### config.mk
export PLATFORM = sky130hd
export DESIGN_NAME = fsg_ctrl
export DESIGN_NICKNAME = d
export VERILOG_FILES = /design/src/rtl/core/fsg_pkg.sv /design/src/rtl/core/fsg_ram.sv /design/src/rtl/core/fsg_ctrl.sv
export VERILOG_INCLUDE_DIRS = /design/src /design/src/rtl/core
export SDC_FILE = /design/constraint.sdc
export NUM_CORES = 2
export LEC_CHECK = 0
export BUFFER_PORTS_ARGS = -buffer_cell sky130_fd_sc_hd__buf_2
export CAP_MARGIN = 20
export CELL_PAD_IN_SITES_DETAIL_PLACEMENT = 1
export CELL_PAD_IN_SITES_GLOBAL_PLACEMENT = 2
export CORE_MARGIN = 2
export CORE_UTILIZATION = 30
export CTS_BUF_LIST = sky130_fd_sc_hd__clkbuf_16
export DETAILED_ROUTE_END_ITERATION = 12
export PLACE_DENSITY = 0.62
export SKIP_CTS_REPAIR_TIMING = 1
export SYNTH_ARGS = -nofsm -noshare
export SYNTH_HDL_FRONTEND = slang
export SYNTH_SLANG_ARGS = --single-unit
### constraint.sdc
create_clock -name clk -period 20.9 [get_ports clk]
set_input_delay 2.09 -clock clk [delete_from_list [all_inputs] [get_ports clk]]
set_output_delay 2.09 -clock clk [all_outputs]
set_load 0.1 [all_outputs]
### src/rtl/core/assert_macros.svh
// assertion helpers shared by the rtl files
// each use expects clk and rst_n in scope
`ifndef ASSERT_MACROS_SVH
`define ASSERT_MACROS_SVH

// condition must hold at every clock edge out of reset
`define FSG_ASSERT_ALWAYS(label, cond, msg) \
    label: assert property (@(posedge clk) disable iff (!rst_n) (cond)) \
        else $error(msg);

// consequent must hold in the same cycle as the antecedent
`define FSG_ASSERT_IMPLIES(label, ante, cons, msg) \
    label: assert property (@(posedge clk) disable iff (!rst_n) (ante) |-> (cons)) \
        else $error(msg);

`endif

### src/rtl/core/fsg_pkg.sv
`default_nettype none
package fsg_pkg;

    localparam int MAX_TASKS   = 64;
    localparam int TIME_BITS   = 24;
    localparam int ID_BITS     = 6;
    localparam int ID_SPAN     = 1 << ID_BITS;
    localparam int FIELD_BITS  = 24;
    localparam int ADDR_BITS   = (MAX_TASKS > 1) ? $clog2(MAX_TASKS) : 1;
    localparam int CNT_BITS    = $clog2(MAX_TASKS + 1);
    localparam int CLK_BITS    = TIME_BITS + CNT_BITS + 1;
    localparam int ENTRY_BITS  = 2 * TIME_BITS + ID_BITS;

    typedef enum logic [1:0] {
        EV_WAIT   = 2'd0,
        EV_CREATE = 2'd1,
        EV_EXEC   = 2'd2,
        EV_NONE   = 2'd3
    } ev_kind_t;

    typedef enum logic [1:0] {
        SUB_ENTER,
        SUB_SPLIT,
        SUB_FINISH
    } sub_t;

    typedef enum logic [3:0] {
        ST_IDLE,
        ST_LD_RD,
        ST_LD_CMP,
        ST_LD_PUT,
        ST_F_EMIT,
        ST_W_TOP,
        ST_W_ERD,
        ST_W_ENT,
        ST_W_SCRD,
        ST_W_SC,
        ST_W_ENDENT,
        ST_W_SRD,
        ST_W_SPL
    } state_t;

    typedef struct packed {
        logic [TIME_BITS-1:0] arr;
        logic [TIME_BITS-1:0] rem;
        logic [ID_BITS-1:0]   id;
    } entry_t;

    typedef struct packed {
        logic                 func;
        entry_t               task_e;
    } item_t;

    typedef struct packed {
        logic                  valid;
        ev_kind_t              kind;
        logic [FIELD_BITS-1:0] amount;
        logic [ID_BITS-1:0]    task_id;
        logic                  last;
    } result_t;

    // fit a time value onto the fixed 24 bit amount field
    function automatic logic [FIELD_BITS-1:0] to_amount(input logic [TIME_BITS-1:0] v);
        logic [TIME_BITS+FIELD_BITS-1:0] tmp;
        tmp = {{FIELD_BITS{1'b0}}, v};
        return tmp[FIELD_BITS-1:0];
    endfunction

    // fit a 24 bit input field onto the internal time width
    function automatic logic [TIME_BITS-1:0] to_time(input logic [FIELD_BITS-1:0] v);
        logic [TIME_BITS+FIELD_BITS-1:0] tmp;
        tmp = {{TIME_BITS{1'b0}}, v};
        return tmp[TIME_BITS-1:0];
    endfunction

endpackage
`default_nettype wire

### src/rtl/core/fsg_ram.sv
`default_nettype none
module fsg_ram #(
    parameter int WIDTH = 8,
    parameter int DEPTH = 16
) (
    input  wire logic                                    clk,
    input  wire logic                                    we,
    input  wire logic [((DEPTH > 1) ? $clog2(DEPTH) : 1)-1:0] waddr,
    input  wire logic [WIDTH-1:0]                        wdata,
    input  wire logic [((DEPTH > 1) ? $clog2(DEPTH) : 1)-1:0] raddr,
    output logic [WIDTH-1:0]                             rdata
);

    logic [WIDTH-1:0] mem [DEPTH];

    // one write port, one registered read port
    always_ff @(posedge clk)
    begin
        if (we)
        begin
            mem[waddr] <= wdata;
        end
        rdata <= mem[raddr];
    end

endmodule
`default_nettype wire

### src/rtl/core/fsg_ctrl.sv
`default_nettype none
module fsg_ctrl
    import fsg_pkg::*;
(
    input  wire logic    clk,
    input  wire logic    rst_n,
    input  wire logic    in_take,
    input  wire item_t   item,
    output logic         idle,
    output result_t      res
);

    `include "assert_macros.svh"

    state_t                  state_reg, state_next;
    logic [CNT_BITS-1:0]     count_reg;
    logic                    walking_reg;
    logic [ID_SPAN-1:0]      created_reg;
    logic [CNT_BITS-1:0]     pos_reg;
    sub_t                    sub_reg;
    logic [CNT_BITS-1:0]     sidx_reg;
    logic [CNT_BITS-1:0]     send_reg;
    logic [CNT_BITS-1:0]     scan_reg;
    logic [CNT_BITS-1:0]     p_reg;
    logic [CLK_BITS-1:0]     now_reg;
    logic [CLK_BITS-1:0]     seg_reg;
    logic                    pend_v_reg;
    logic [ID_BITS-1:0]      pend_id_reg;
    logic [TIME_BITS-1:0]    cur_rem_reg;
    logic [ID_BITS-1:0]      cur_id_reg;
    logic                    hv_reg;
    ev_kind_t                hv_kind_reg;
    logic [FIELD_BITS-1:0]   hv_amt_reg;
    logic [ID_BITS-1:0]      hv_id_reg;
    logic                    look_v_reg;
    ev_kind_t                look_kind_reg;
    logic [FIELD_BITS-1:0]   look_amt_reg;
    logic [ID_BITS-1:0]      look_id_reg;
    logic                    second_reg;
    entry_t                  nw_reg;
    result_t                 res_reg;

    logic                    ram_we;
    logic [ADDR_BITS-1:0]    ram_waddr;
    logic [ENTRY_BITS-1:0]   ram_wdata;
    logic [ADDR_BITS-1:0]    ram_raddr;
    logic [ENTRY_BITS-1:0]   ram_rdata;
    entry_t                  rd;

    logic [CLK_BITS-1:0]     rd_arr_x;
    logic [CLK_BITS-1:0]     rd_rem_x;
    logic                    late;
    logic [CLK_BITS-1:0]     wt;
    logic [CLK_BITS-1:0]     seg_new;
    logic [CLK_BITS-1:0]     rt;
    logic                    rt_nz;
    logic                    sc_pass;
    logic                    spl_done;
    logic                    ld_shift;
    logic [CNT_BITS-1:0]     p_dec;
    logic [CNT_BITS-1:0]     count_eff;

    logic                    fin;
    logic                    fin_v;
    ev_kind_t                fin_kind;
    logic [FIELD_BITS-1:0]   fin_amt;
    logic [ID_BITS-1:0]      fin_id;

    // task store: arrival, remaining run time and id per entry
    fsg_ram #(
        .WIDTH (ENTRY_BITS),
        .DEPTH (MAX_TASKS)
    ) u_store (
        .clk   (clk),
        .we    (ram_we),
        .waddr (ram_waddr),
        .wdata (ram_wdata),
        .raddr (ram_raddr),
        .rdata (ram_rdata)
    );

    // comparisons on the entry just read
    always_comb
    begin
        rd        = entry_t'(ram_rdata);
        rd_arr_x  = {{(CLK_BITS-TIME_BITS){1'b0}}, rd.arr};
        rd_rem_x  = {{(CLK_BITS-TIME_BITS){1'b0}}, rd.rem};
        late      = rd_arr_x > now_reg;
        wt        = late ? (rd_arr_x - now_reg) : '0;
        seg_new   = late ? rd_arr_x : now_reg;
        rt        = rd_arr_x - seg_reg;
        rt_nz     = rt != '0;
        sc_pass   = (rd_arr_x <= now_reg) && (rd_arr_x >= seg_reg);
        spl_done  = sidx_reg >= send_reg;
        ld_shift  = rd.arr > nw_reg.arr;
        p_dec     = p_reg - CNT_BITS'(1);
        count_eff = walking_reg ? '0 : count_reg;
    end

    // next state
    always_comb
    begin
        state_next = state_reg;
        case (state_reg)
            ST_IDLE:
            begin
                if (in_take)
                begin
                    if (item.func)
                    begin
                        state_next = walking_reg ? ST_F_EMIT : ST_W_TOP;
                    end
                    else if (count_eff < CNT_BITS'(MAX_TASKS))
                    begin
                        state_next = (count_eff == '0) ? ST_LD_PUT : ST_LD_RD;
                    end
                end
            end
            ST_LD_RD:    state_next = ST_LD_CMP;
            ST_LD_CMP:
            begin
                if (ld_shift)
                begin
                    state_next = (p_dec == '0) ? ST_LD_PUT : ST_LD_RD;
                end
                else
                begin
                    state_next = ST_IDLE;
                end
            end
            ST_LD_PUT:   state_next = ST_IDLE;
            ST_F_EMIT:   state_next = look_v_reg ? ST_W_TOP : ST_IDLE;
            ST_W_TOP:
            begin
                if (!fin)
                begin
                    if (sub_reg == SUB_ENTER)
                    begin
                        state_next = ST_W_ERD;
                    end
                    else if (sub_reg == SUB_SPLIT && !spl_done)
                    begin
                        state_next = ST_W_SRD;
                    end
                end
            end
            ST_W_ERD:    state_next = ST_W_ENT;
            ST_W_ENT:    state_next = ST_W_SCRD;
            ST_W_SCRD:   state_next = (scan_reg < count_reg) ? ST_W_SC : ST_W_ENDENT;
            ST_W_SC:     state_next = sc_pass ? ST_W_SCRD : ST_W_ENDENT;
            ST_W_ENDENT: state_next = hv_reg ? ST_W_ENDENT : ST_W_TOP;
            ST_W_SRD:    state_next = ST_W_SPL;
            ST_W_SPL:    state_next = ST_W_TOP;
            default:     state_next = ST_IDLE;
        endcase
        if (fin)
        begin
            state_next = second_reg ? ST_IDLE : ST_F_EMIT;
        end
    end

    // memory access and walk completion
    always_comb
    begin
        ram_we    = 1'b0;
        ram_waddr = p_reg[ADDR_BITS-1:0];
        ram_wdata = nw_reg;
        ram_raddr = p_dec[ADDR_BITS-1:0];
        fin       = 1'b0;
        fin_v     = 1'b1;
        fin_kind  = EV_NONE;
        fin_amt   = '0;
        fin_id    = '0;
        case (state_reg)
            ST_LD_CMP:
            begin
                ram_we    = 1'b1;
                ram_wdata = ld_shift ? rd : nw_reg;
            end
            ST_LD_PUT:
            begin
                ram_we = 1'b1;
            end
            ST_W_TOP:
            begin
                if (pend_v_reg)
                begin
                    fin      = 1'b1;
                    fin_kind = EV_CREATE;
                    fin_id   = pend_id_reg;
                end
                else if (pos_reg >= count_reg)
                begin
                    fin   = 1'b1;
                    fin_v = 1'b0;
                end
                else if (sub_reg == SUB_FINISH && cur_rem_reg != '0)
                begin
                    fin      = 1'b1;
                    fin_kind = EV_EXEC;
                    fin_amt  = to_amount(cur_rem_reg);
                    fin_id   = cur_id_reg;
                end
            end
            ST_W_ERD:    ram_raddr = pos_reg[ADDR_BITS-1:0];
            ST_W_SCRD:   ram_raddr = scan_reg[ADDR_BITS-1:0];
            ST_W_SRD:    ram_raddr = sidx_reg[ADDR_BITS-1:0];
            ST_W_ENDENT:
            begin
                if (hv_reg)
                begin
                    fin      = 1'b1;
                    fin_kind = hv_kind_reg;
                    fin_amt  = hv_amt_reg;
                    fin_id   = hv_id_reg;
                end
            end
            ST_W_SPL:
            begin
                if (!created_reg[rd.id])
                begin
                    fin = 1'b1;
                    if (rt_nz)
                    begin
                        fin_kind = EV_EXEC;
                        fin_amt  = to_amount(rt[TIME_BITS-1:0]);
                        fin_id   = cur_id_reg;
                    end
                    else
                    begin
                        fin_kind = EV_CREATE;
                        fin_id   = rd.id;
                    end
                end
            end
            default:
            begin
                ram_we = 1'b0;
            end
        endcase
    end

    // control registers
    always_ff @(posedge clk or negedge rst_n)
    begin
        if (!rst_n)
        begin
            state_reg   <= ST_IDLE;
            count_reg   <= '0;
            walking_reg <= 1'b0;
            created_reg <= '0;
            pos_reg     <= '0;
            sub_reg     <= SUB_ENTER;
            sidx_reg    <= '0;
            send_reg    <= '0;
            pend_v_reg  <= 1'b0;
            look_v_reg  <= 1'b0;
            hv_reg      <= 1'b0;
            second_reg  <= 1'b0;
            res_reg     <= '0;
        end
        else
        begin
            state_reg     <= state_next;
            res_reg.valid <= 1'b0;
            case (state_reg)
                ST_IDLE:
                begin
                    if (in_take)
                    begin
                        second_reg <= 1'b0;
                        if (item.func)
                        begin
                            if (!walking_reg)
                            begin
                                walking_reg <= 1'b1;
                                pos_reg     <= '0;
                                sub_reg     <= SUB_ENTER;
                                pend_v_reg  <= 1'b0;
                            end
                        end
                        else if (walking_reg)
                        begin
                            count_reg   <= '0;
                            created_reg <= '0;
                            walking_reg <= 1'b0;
                            look_v_reg  <= 1'b0;
                            pos_reg     <= '0;
                            sub_reg     <= SUB_ENTER;
                            pend_v_reg  <= 1'b0;
                        end
                    end
                end
                ST_LD_CMP:
                begin
                    if (!ld_shift)
                    begin
                        count_reg <= count_reg + CNT_BITS'(1);
                    end
                end
                ST_LD_PUT:
                begin
                    count_reg <= count_reg + CNT_BITS'(1);
                end
                ST_F_EMIT:
                begin
                    second_reg    <= 1'b1;
                    res_reg.valid <= !look_v_reg;
                    res_reg.kind  <= look_v_reg ? look_kind_reg : EV_NONE;
                    res_reg.amount  <= look_v_reg ? look_amt_reg : '0;
                    res_reg.task_id <= look_v_reg ? look_id_reg : '0;
                    res_reg.last  <= 1'b1;
                end
                ST_W_TOP:
                begin
                    if (pend_v_reg)
                    begin
                        pend_v_reg <= 1'b0;
                    end
                    else if (pos_reg < count_reg)
                    begin
                        if (sub_reg == SUB_SPLIT && spl_done)
                        begin
                            sub_reg <= SUB_FINISH;
                        end
                        else if (sub_reg == SUB_FINISH)
                        begin
                            sub_reg <= SUB_ENTER;
                            pos_reg <= pos_reg + CNT_BITS'(1);
                        end
                    end
                end
                ST_W_ENT:
                begin
                    hv_reg <= late || (rd_arr_x == now_reg && pos_reg == '0);
                    if (late)
                    begin
                        pend_v_reg <= 1'b1;
                    end
                    if (late || (rd_arr_x == now_reg && pos_reg == '0))
                    begin
                        created_reg[rd.id] <= 1'b1;
                    end
                end
                ST_W_SCRD:
                begin
                    if (scan_reg >= count_reg)
                    begin
                        send_reg <= scan_reg;
                    end
                end
                ST_W_SC:
                begin
                    if (!sc_pass)
                    begin
                        send_reg <= scan_reg;
                    end
                end
                ST_W_ENDENT:
                begin
                    sidx_reg <= pos_reg + CNT_BITS'(1);
                    sub_reg  <= SUB_SPLIT;
                    hv_reg   <= 1'b0;
                end
                ST_W_SRD:
                begin
                    sidx_reg <= sidx_reg + CNT_BITS'(1);
                end
                ST_W_SPL:
                begin
                    if (!created_reg[rd.id])
                    begin
                        created_reg[rd.id] <= 1'b1;
                        if (rt_nz)
                        begin
                            pend_v_reg <= 1'b1;
                        end
                    end
                end
                default:
                begin
                    second_reg <= second_reg;
                end
            endcase
            // walk result: fill the lookahead, and on the second walk deliver
            if (fin)
            begin
                look_v_reg <= fin_v;
                if (second_reg)
                begin
                    res_reg.valid <= 1'b1;
                    res_reg.last  <= !fin_v;
                end
            end
        end
    end

    // payload registers
    always_ff @(posedge clk)
    begin
        if (fin)
        begin
            look_kind_reg <= fin_kind;
            look_amt_reg  <= fin_amt;
            look_id_reg   <= fin_id;
        end
        case (state_reg)
            ST_IDLE:
            begin
                nw_reg  <= item.task_e;
                p_reg   <= count_eff;
                now_reg <= walking_reg ? now_reg : '0;
                seg_reg <= walking_reg ? seg_reg : '0;
            end
            ST_LD_CMP:
            begin
                if (ld_shift)
                begin
                    p_reg <= p_dec;
                end
            end
            ST_W_ENT:
            begin
                seg_reg     <= seg_new;
                now_reg     <= seg_new + rd_rem_x;
                cur_rem_reg <= rd.rem;
                cur_id_reg  <= rd.id;
                scan_reg    <= pos_reg + CNT_BITS'(1);
                pend_id_reg <= rd.id;
                hv_kind_reg <= late ? EV_WAIT : EV_CREATE;
                hv_amt_reg  <= late ? to_amount(wt[TIME_BITS-1:0]) : '0;
                hv_id_reg   <= late ? '0 : rd.id;
            end
            ST_W_SC:
            begin
                if (sc_pass)
                begin
                    scan_reg <= scan_reg + CNT_BITS'(1);
                end
            end
            ST_W_SPL:
            begin
                if (!created_reg[rd.id])
                begin
                    seg_reg     <= rd_arr_x;
                    pend_id_reg <= rd.id;
                    if (rt_nz)
                    begin
                        cur_rem_reg <= cur_rem_reg - rt[TIME_BITS-1:0];
                    end
                end
            end
            default:
            begin
                p_reg <= p_reg;
            end
        endcase
    end

    assign idle = state_reg == ST_IDLE;
    assign res  = res_reg;

    `FSG_ASSERT_ALWAYS(a_count_bound, count_reg <= CNT_BITS'(MAX_TASKS),
        "task count beyond capacity")
    `FSG_ASSERT_ALWAYS(a_pos_bound, pos_reg <= count_reg,
        "walk position beyond task count")
    `FSG_ASSERT_IMPLIES(a_split_bound, sub_reg == SUB_SPLIT, send_reg <= count_reg,
        "split bound beyond task count")

endmodule
`default_nettype wire

==> flow_summary.yaml <==
pwr:
  p_int_mw: 20.4
  p_clk_frac: 0.214
  power_switching_share: 0.396
  power.density_mw_per_mm2: 179
  seq_power_share: 0.306
  p_switching_mw: 13.4
  irDropWorstVdd_mv: 0.223
  power_mw: 33.8
  combPwrFrac: 0.480
  p_leak_nw: 69.2
layout:
  final_nets: 10300
  largest_reg_flops: 3456
  area_delta_synth_final_pct: 14.8
  layout.cells.non_filler: 17700
  finish.utilization: 0.346
  stdcell_area_mm2: 0.188
  n_fill_cell: 54800
  drive_above_1_share: 0.113
timing:
  skew_ps: 140
  final-setup-viol-count: 0
  tightest_slew_ps: 1250
  tns_ps: 0
  finalHoldViolations: 0
  max_slew_margin: 0.164
  max_freq_mhz: 121
  fin_crit_ps: 8240
  slew_violations: 0
  rsz0062_at_grt: "false"
  final.period_utilization: 0.394
clock_tree:
  cts.sinks: 3878
  worstSkewPairLatency_ps: 1050
  cts_tree: "done"
  cts_made_buffers: 417
  htree_levels: 5
  clkTransAtPathRegs_ps: 60
  clockRootBuffer: "clkbuf_16"
  cts.path.max_buffers: 4
synthesis:
  yosys_most_used_dff: "edfxtp_1"
  yosys-top-cells-count: "edfxtp_1, mux2i_1, nand2_1, o21ai_0, buf_2"
  post-synth-top-count-cell: "edfxtp_1"
  yosysTopAreaCellShare: 0.675
  syn-cell-area_mm2: 0.164
  ys_top_cells_by_area: "edfxtp_1, mux2i_1, dfrtp_1"
  async_flop_share: 0.0353
  ys_ff_latch: 3878
  synth_edf_count: 3687
  synth_nets: 9942
  yosys.area.top_type: "edfxtp_1"
  synth-seq-area-share: 0.702
  synth_warnings: 0
  syn_inst: 9733
  ys_types: 92
  postSynthAreaPerCell_um2: 16.9
global_route:
  gr-usage-all-layers: 0.182
  gr-total-overflow: 0
  grt_max_degree: 136
  antenna_found_initial: 38
  grt_pass1_vias: 91600
  grt_pass1_wl_um: 716000
floorplanning:
  coreArea_mm2: 0.545
  die_area_mm2: 0.553
  initial_utilization: 0.301
  die_x_um: 744
  die_h_um: 744
  io-pin-count: 93
  rows: 271
worst_setup_path:
  cp_common_cell: "mux2i_1"
  slowest_stage: "o21ai_4"
  crit_arrival_ps: 9040
  start_kind: "flop"
  worst-setup-path-type: "flop to flop"
  max_stage_delay_ps: 960
  required_ps: 21700
  crit_path_end_kind: "flop"
  crit_fanout: 60
  crit_chain: "nand2b_1 -> nor2_1 -> a21oi_1 -> o21ai_1 -> o21ai_4 -> buf_4 -> buf_4 -> buf_4 -> buf_4 -> buf_4 -> mux2i_1 -> mux2i_1 -> mux2i_1 -> mux2i_1 -> mux2i_1 -> mux2i_1"
status:
  status: "complete, no violations"
place:
  dp.final_hpwl_um: 291000
  dp_cells: 16900
  globalplace.congestion: 0.773
  place_area_mm2: 0.174
  numPortBuffers: 92
min_path:
  hp-class: "flop to flop"
route:
  drc: 0
  routed_wirelength_um: 518000
  wl_per_cell_um: 29.3
  firstDrtPassIters: 5
  vias: 89100
  via_per_inst: 5.04
  ant_nets: 0
  initialDrtViolationCount: 7686
run:
  cap_viol_max_count: 0
## cell families after synthesis
group	Yosys count	share of synthesized area
compound gates	688	0.0263
xor+xnor	98	0.00523
fa+ha+maj	151	0.0117
buf+inv	624	0.0181
flops	3878	0.702
mux	3485	0.213
simple gates	809	0.0231
## layout make-up
type / instances / area [um^2] / share of cell area
inverters: 130 / 490 / 0.00260
repair buffers: 417 / 3570 / 0.0189
well taps: 7234 / 9050 / 0.0480
diodes: 5 / 12.5 / 0.0000664
flip-flops and latches: 3878 / 115000 / 0.612
clock buffers: 425 / 10600 / 0.0564
multi-input cells: 5231 / 46800 / 0.248
clock inverters: 356 / 2660 / 0.0141
## metal layers
metal | share of wire | GRT usage | up-vias | routed length [um]
met5 | 0.000068 | 0 | - | 35
met4 | 0.022 | 0.0383 | 4 | 11300
met3 | 0.049 | 0.0217 | 678 | 25400
met1 | 0.46 | 0.255 | 47700 | 237000
li1 | - | - | 38600 | -
met2 | 0.47 | 0.302 | 2154 | 244000
## cells in the final DEF, fill, tap and decap left out, drive strengths merged, types with 27 or more instances in the layout
cell type / count
a21o: 43
a21oi: 129
a22o: 27
a22oi: 42
buf: 417
bufinv: 31
clkbuf: 425
clkinv: 210
dfrtp: 137
dfxtp: 54
edfxtp: 3687
ha: 147
inv: 237
mux2: 52
mux2i: 3428
nand2: 299
nand2b: 32
nand3: 56
nand4: 28
nor2: 204
nor2b: 35
nor3: 45
o21ai: 296
xnor2: 46
xor2: 52
## power groups by stage
| stage | Clock [mW] | Sequential [mW] | Combinational, mW |
|---|---|---|---|
| floorplan | 0 | 10.6 | 11.5 |
| global placement | 0 | 10.5 | 15.8 |
| detailed placement | 0 | 10.5 | 16.1 |
| CTS | 7.38 | 10.4 | 16.2 |
| global route | 7.66 | 10.4 | 17.4 |
| finish | 7.22 | 10.3 | 16.2 |
## per-stage QoR
step	hold WS [ps]	setup slack [ps]
after floorplan	420	13690
after global placement	457	12730
after detailed placement	468	12660
after CTS	480	12620
after global routing	502	12090
final	473	12660
## path summary, 6_finish.rpt
kind                                     startpoint                          end  slack, ps  cells past startpoint
max                        state_reg[2]$_DFFE_PN0P_    u_store.rdata[50]$_DFF_P_      12660                     16
max in group asynchronous                     rst_n  created_reg[31]$_DFFE_PN0P_      18670                      3
min                             res[10]$_DFFE_PN0P_          res[10]$_DFFE_PN0P_        470                      2
max reg2reg                state_reg[2]$_DFFE_PN0P_    u_store.rdata[50]$_DFF_P_      12660                     16
min in group asynchronous                     rst_n          res[28]$_DFFE_PN0P_       1090                      1
min reg2reg                     res[10]$_DFFE_PN0P_          res[10]$_DFFE_PN0P_        470                      2
## critical path: cells and delay by family (launching register included)
family / cells / cell delay [ps]
mux: 6 / 1030
simple gates: 2 / 620
buf+inv: 5 / 4160
flops: 1 / 580
compound gates: 3 / 1440
No activity file was read; power rests on OpenSTA's default activity.
